### src/rtl/core/tcw_pkg.sv
`default_nettype none

package tcw_pkg;

  // screen geometry
  localparam int COLUMNS = 80;
  localparam int ROWS    = 25;
  localparam int CELLS   = COLUMNS * ROWS;

  // widths
  localparam int ADDR_W = $clog2(CELLS);
  localparam int CUR_W  = $clog2(CELLS + 1);
  localparam int COL_W  = $clog2(COLUMNS);
  localparam int POS_W  = 11;
  localparam int CHAR_W = 8;
  localparam int CELL_W = 2 * CHAR_W;

  typedef logic [ADDR_W-1:0] addr_t;
  typedef logic [CUR_W-1:0]  cur_t;
  typedef logic [COL_W-1:0]  col_t;
  typedef logic [POS_W-1:0]  pos_t;
  typedef logic [CHAR_W-1:0] char_t;
  typedef logic [CELL_W-1:0] cell_t;

  // character codes and reset attribute
  localparam char_t CH_NEWLINE   = 8'd10;
  localparam char_t CH_BACKSPACE = 8'd8;
  localparam char_t CH_BLANK     = 8'd32;
  localparam char_t ATTR_RESET   = 8'd15;

  // derived constants
  localparam cur_t  CUR_CELLS      = cur_t'(CELLS);
  localparam cur_t  CUR_LAST_ROW   = cur_t'(CELLS - COLUMNS);
  localparam cur_t  CUR_COLUMNS    = cur_t'(COLUMNS);
  localparam col_t  COL_LAST       = col_t'(COLUMNS - 1);
  localparam addr_t ADDR_COLUMNS   = addr_t'(COLUMNS);
  localparam addr_t ADDR_COPY_LAST = addr_t'(CELLS - COLUMNS - 1);
  localparam addr_t ADDR_LAST      = addr_t'(CELLS - 1);

  // item function codes
  typedef enum logic [1:0] {
    FUNC_PUT   = 2'd0,
    FUNC_READ  = 2'd1,
    FUNC_CLEAR = 2'd2,
    FUNC_NONE  = 2'd3
  } func_t;

  // store write source
  typedef enum logic [2:0] {
    WSEL_NONE,
    WSEL_PUT,
    WSEL_COPY,
    WSEL_INIT,
    WSEL_FILL
  } wsel_t;

  // controller to datapath
  typedef struct packed {
    logic  capture;
    logic  exec;
    logic  cnt_zero;
    logic  cnt_inc;
    logic  scroll_rd;
    wsel_t wsel;
    logic  cursor_clear;
    logic  load_out;
  } tcw_cmd_t;

  // datapath to controller
  typedef struct packed {
    func_t func;
    logic  wrap;
    logic  cnt_copy_last;
    logic  cnt_last;
  } tcw_sts_t;

endpackage

`default_nettype wire

### src/rtl/core/tcw_ctrl.sv
`default_nettype none

module tcw_ctrl (
  input  logic               clk,
  input  logic               rst,
  input  logic               in_valid,
  output logic               in_stall,
  output logic               out_valid,
  input  logic               out_stall,
  output tcw_pkg::tcw_cmd_t  cmd,
  input  tcw_pkg::tcw_sts_t  sts
);

  typedef enum logic [2:0] {
    S_INIT,
    S_IDLE,
    S_EXEC,
    S_SC_RD,
    S_SC_WR,
    S_FILL,
    S_DONE
  } state_t;

  state_t state;
  state_t state_next;
  logic   out_free;

  assign out_free = !out_valid || !out_stall;

  // next state and commands
  always_comb begin
    cmd        = '0;
    cmd.wsel   = tcw_pkg::WSEL_NONE;
    state_next = state;
    unique case (state)
      S_INIT: begin
        cmd.wsel = tcw_pkg::WSEL_INIT;
        if (sts.cnt_last) begin
          cmd.cnt_zero = 1'b1;
          state_next   = S_IDLE;
        end else begin
          cmd.cnt_inc = 1'b1;
        end
      end
      S_IDLE: begin
        if (in_valid) begin
          cmd.capture = 1'b1;
          state_next  = S_EXEC;
        end
      end
      S_EXEC: begin
        cmd.exec = 1'b1;
        unique case (sts.func) inside
          tcw_pkg::FUNC_PUT: begin
            cmd.wsel = tcw_pkg::WSEL_PUT;
            if (sts.wrap) begin
              cmd.cnt_zero = 1'b1;
              state_next   = S_SC_RD;
            end else begin
              state_next = S_DONE;
            end
          end
          tcw_pkg::FUNC_CLEAR: begin
            cmd.cnt_zero     = 1'b1;
            cmd.cursor_clear = 1'b1;
            state_next       = S_FILL;
          end
          tcw_pkg::FUNC_READ, tcw_pkg::FUNC_NONE: begin
            state_next = S_DONE;
          end
          default: begin
            state_next = S_DONE;
          end
        endcase
      end
      S_SC_RD: begin
        cmd.scroll_rd = 1'b1;
        state_next    = S_SC_WR;
      end
      S_SC_WR: begin
        cmd.wsel    = tcw_pkg::WSEL_COPY;
        cmd.cnt_inc = 1'b1;
        state_next  = sts.cnt_copy_last ? S_FILL : S_SC_RD;
      end
      S_FILL: begin
        cmd.wsel = tcw_pkg::WSEL_FILL;
        if (sts.cnt_last) begin
          state_next = S_DONE;
        end else begin
          cmd.cnt_inc = 1'b1;
        end
      end
      S_DONE: begin
        if (out_free) begin
          cmd.load_out = 1'b1;
          state_next   = S_IDLE;
        end
      end
      default: begin
        state_next = S_INIT;
      end
    endcase
  end

  // state and handshake registers
  always_ff @(posedge clk) begin
    if (rst) begin
      state     <= S_INIT;
      in_stall  <= 1'b1;
      out_valid <= 1'b0;
    end else begin
      state     <= state_next;
      in_stall  <= (state_next != S_IDLE);
      out_valid <= cmd.load_out || (out_valid && out_stall);
    end
  end

  // a result appears only from the completion state
  a_out_from_done: assert property (@(posedge clk) disable iff (rst)
    $rose(out_valid) |-> $past(state) == S_DONE)
    else $error("result raised outside completion state");

  // a finished item waits while the previous result is stalled
  a_done_holds: assert property (@(posedge clk) disable iff (rst)
    (state == S_DONE && out_valid && out_stall) |=> state == S_DONE)
    else $error("result overwritten while output stalled");

endmodule

`default_nettype wire

### config.mk
export PLATFORM = sky130hd
export DESIGN_NAME = tcw_ctrl
export DESIGN_NICKNAME = d
export VERILOG_FILES = /design/src/rtl/core/tcw_pkg.sv /design/src/rtl/core/tcw_ctrl.sv
export SDC_FILE = /design/constraint.sdc
export NUM_CORES = 1
export LEC_CHECK = 0
export ABC_AREA = 1
export BUFFER_PORTS_ARGS = -buffer_cell sky130_fd_sc_hd__buf_2
export CAP_MARGIN = 0
export CORE_AREA = 2 2 39 41
export CTS_CLUSTER_SIZE = 24
export DETAILED_ROUTE_END_ITERATION = 12
export DIE_AREA = 0 0 41 43
export PLACE_DENSITY_LB_ADDON = 0.25
export SLEW_MARGIN = 25
export SYNTH_ARGS = -nofsm -noshare
export SYNTH_HDL_FRONTEND = slang
export SYNTH_SLANG_ARGS = --single-unit
### constraint.sdc
create_clock -name clk -period 2 [get_ports clk]
set_clock_uncertainty 0.1 [all_clocks]
set_input_delay 0.2 -clock clk [delete_from_list [all_inputs] [get_ports clk]]
set_output_delay 0.2 -clock clk [all_outputs]
set_load 0.02 [all_outputs]
==> metrics.txt <==
switching portion of total power=a little over two fifths; Placer Congestion=slightly below 0.8; CTS buffer count=3; placed cell areas=537 um^2; nets=around 110; crit path time final=roughly 1700 ps; CTS root buffer=clkbuf_4; Routed Antenna Nets=0; max-cap violation count=0; RSZ-0062 raised after global routing=false; worst-path fanout max=8; final instance area=563 um^2; Place WS=roughly 550 ps; worst min-delay path class=in -> reg; endpoints failing setup=0; Setup TNS=0 ps; Least-Margin Pin Slew=about 460 ps; Buf/Inv on CP=2; DR vias/cell=4.52; worst-path cell chain=inv_6 -> nor2_2 -> nand3_1 -> o31ai_1 -> buf_2; Synth area leader=dfxtp_1; Reg power frac=31.2%; CP Data Arrival Time=roughly 1400 ps; final period utilization=a little under nine tenths; Int Power=about 0.27 mW; sw power=0.207 mW; DIE AREA=~1800 um^2; mapped cell area=450 um^2; combinational fraction of design power=a little over two fifths; dpl cells=between 100 and 150; peak supply drop=553 uV; Initial DRT Pass Iterations=3; Clk pin slew, worst setup/hold paths=about 50 ps; Sink Count=5; antenna violations before repair=0; row count=14; core area=~1400 um^2; Net Count, Synth=84; layout cell share with drive strength beyond 1=around 36%; Final Util=around two fifths; first-pass GRT wire length=approximately 1600 um; Worst-Skew Late Latency=240 ps; FF-to-FF path depth=9; main flop type after synthesis=dfxtp_1; H-tree depth=1; Power Density=between 800 and 900 nW/um^2; Post-CTS Hold Buffers=0; vias in the first global route=between 400 and 500; Initial Util=between 30% and 40%; post-synth top area share=between 20 and 25%; Post-synth EDFFs=0; total track usage=between 10 and 15%; cell with the most instances after synthesis=nand2_1; Post-Route WL=between 1000 and 1500 um; final non-filler cell total=~110; R2R Path Start=state[1]; clk buf depth=2; Lkg Pwr=0.345 nW; die width=between 40 and 50 um; Crit Path Category=reg -> out; Slew Limit Fails=0; die height=around 43 um; aggregate global routing overflow=0; hold path depth=2; largest net degree at the start of global routing=14; Max Freq=587 MHz; Hold EP=out_valid; Fin. Hold Viols=0; Reg-to-Reg End=in_stall; most frequent cells after synthesis=19 x nand2_1, 12 x nor2_1, 10 x inv_1; DR iter-0 viols=7; Worst slew margin=between 60 and 70%; # resized after CTS=0; most area-consuming cells after synthesis=dfxtp_1 22%, nand2_1 16%, nor2_1 10%; ys async rst share=0%; number of setup buffers added after CTS=0; Area growth syn-to-layout=25.0%; post-synthesis cell count=75; Final HPWL DP=roughly 840 um; Avg WL per Cell=9.33 um; slowest CP cell=dfxtp_1; worst setup margin=between 200 and 300 ps; Crit path max-delay family=flip-flops; ANT cells=0; Ys Warns=0; Port Buffers=20; Avg Cell Area, Syn=6.01 um^2; final routed DRC violation total=0; CP Data Required Time=about 1700 ps; register area share after synthesis=22.2%; Clock Power Share=between 20% and 30%; max incr delay on CP=590 ps; # fillers=162; routed via count=around 500; TritonCTS clock tree=yes; Crit. End Element=primary output; IO Pins=21; post-synth cell types=17; r2r setup slk=approximately 580 ps; hold path start=rst; status=complete, no violations; Startpoint Class=flip-flop; #FFs+latches synth=5
[worst register-to-register path: stages (launching register included)]
cell,delay [ps]
dfxtp_1,570
inv_2,90
nand2_1,70
nor2_1,40
nand2_1,90
nand2_1,70
inv_2,60
nand2_1,40
nor2_1,120
nand2_2,60
[layout by cell type, fill, tap and decap left out]
cell | Yosys | final
nor2_1 | 12 | 12
o31ai_1 | 1 | 1
nand2_2 | 3 | 3
a21oi_1 | 3 | 3
nand4_1 | 1 | 1
o21a_1 | 1 | 1
nor2_2 | 3 | 3
clkbuf_1 | 0 | 1
inv_6 | 1 | 1
nand3_1 | 7 | 7
inv_2 | 2 | 2
nand3_2 | 1 | 1
nand2_1 | 19 | 19
inv_1 | 10 | 10
dfxtp_1 | 5 | 5
nor2_4 | 2 | 2
clkbuf_4 | 0 | 3
nor3_1 | 1 | 1
buf_2 | 0 | 20
[layer usage]
layer  vias to the layer above  wire, um  track usage [%]
li1                        269         -                -
met1                       226       480             16.4
met2                        11       511             20.3
met3                         0        52             7.85
met4                         0         0             4.00
met5                         -         0                0
[power by group through the flow]
stage / registers (mW) / logic (mW) / clock network, mW
after floorplan: 0.129 / 0.186 / 0
after global placement: 0.149 / 0.210 / 0
after detailed placement: 0.149 / 0.209 / 0
after CTS: 0.148 / 0.211 / 0.127
after global routing: 0.151 / 0.230 / 0.132
final: 0.148 / 0.208 / 0.119
[flip-flops by register name (all words and copies together), names as in the netlist]
| register | count |
|---|---|
| in_stall | 1 |
| out_valid | 1 |
| state | 3 |
[final cells by class]
| cell class | count | area, um^2 | area share, % |
|---|---|---|---|
| multi-input combinational | 54 | 263 | 46.7 |
| sequential | 5 | 100 | 17.8 |
| tap | 16 | 20.0 | 3.56 |
| clock buffer | 4 | 26.3 | 4.67 |
| timing repair buffer | 20 | 100 | 17.8 |
| inverter | 13 | 53.8 | 9.56 |
[stage by stage]
step	hold WS, ps	power, mW
after global routing	98.4	0.513
after floorplan	169	0.316
after CTS	86.2	0.485
after detailed placement	349	0.358
after global placement	349	0.359
final	90.4	0.475
[cells by family (layout without fill, tap and decap cells)]
logic type | Yosys count | count (layout) | share of synthesized area [%]
buf+inv | 16 | 37 | 19.4
simple gates | 49 | 49 | 51.7
compound gates | 5 | 5 | 6.67
flops | 5 | 5 | 22.2
[worst max-delay path by stage]
stage	to	cells past startpoint	from	slack (ps)
global route	cmd[6]	5	state[0]	180
global placement	cmd[6]	5	state[0]	530
detailed placement	cmd[6]	5	state[0]	550
floorplan	cmd[6]	3	state[2]	590
CTS	cmd[6]	5	state[0]	280
finish	cmd[6]	5	state[0]	300
Note: power is estimated with default switching activity, not from simulation.
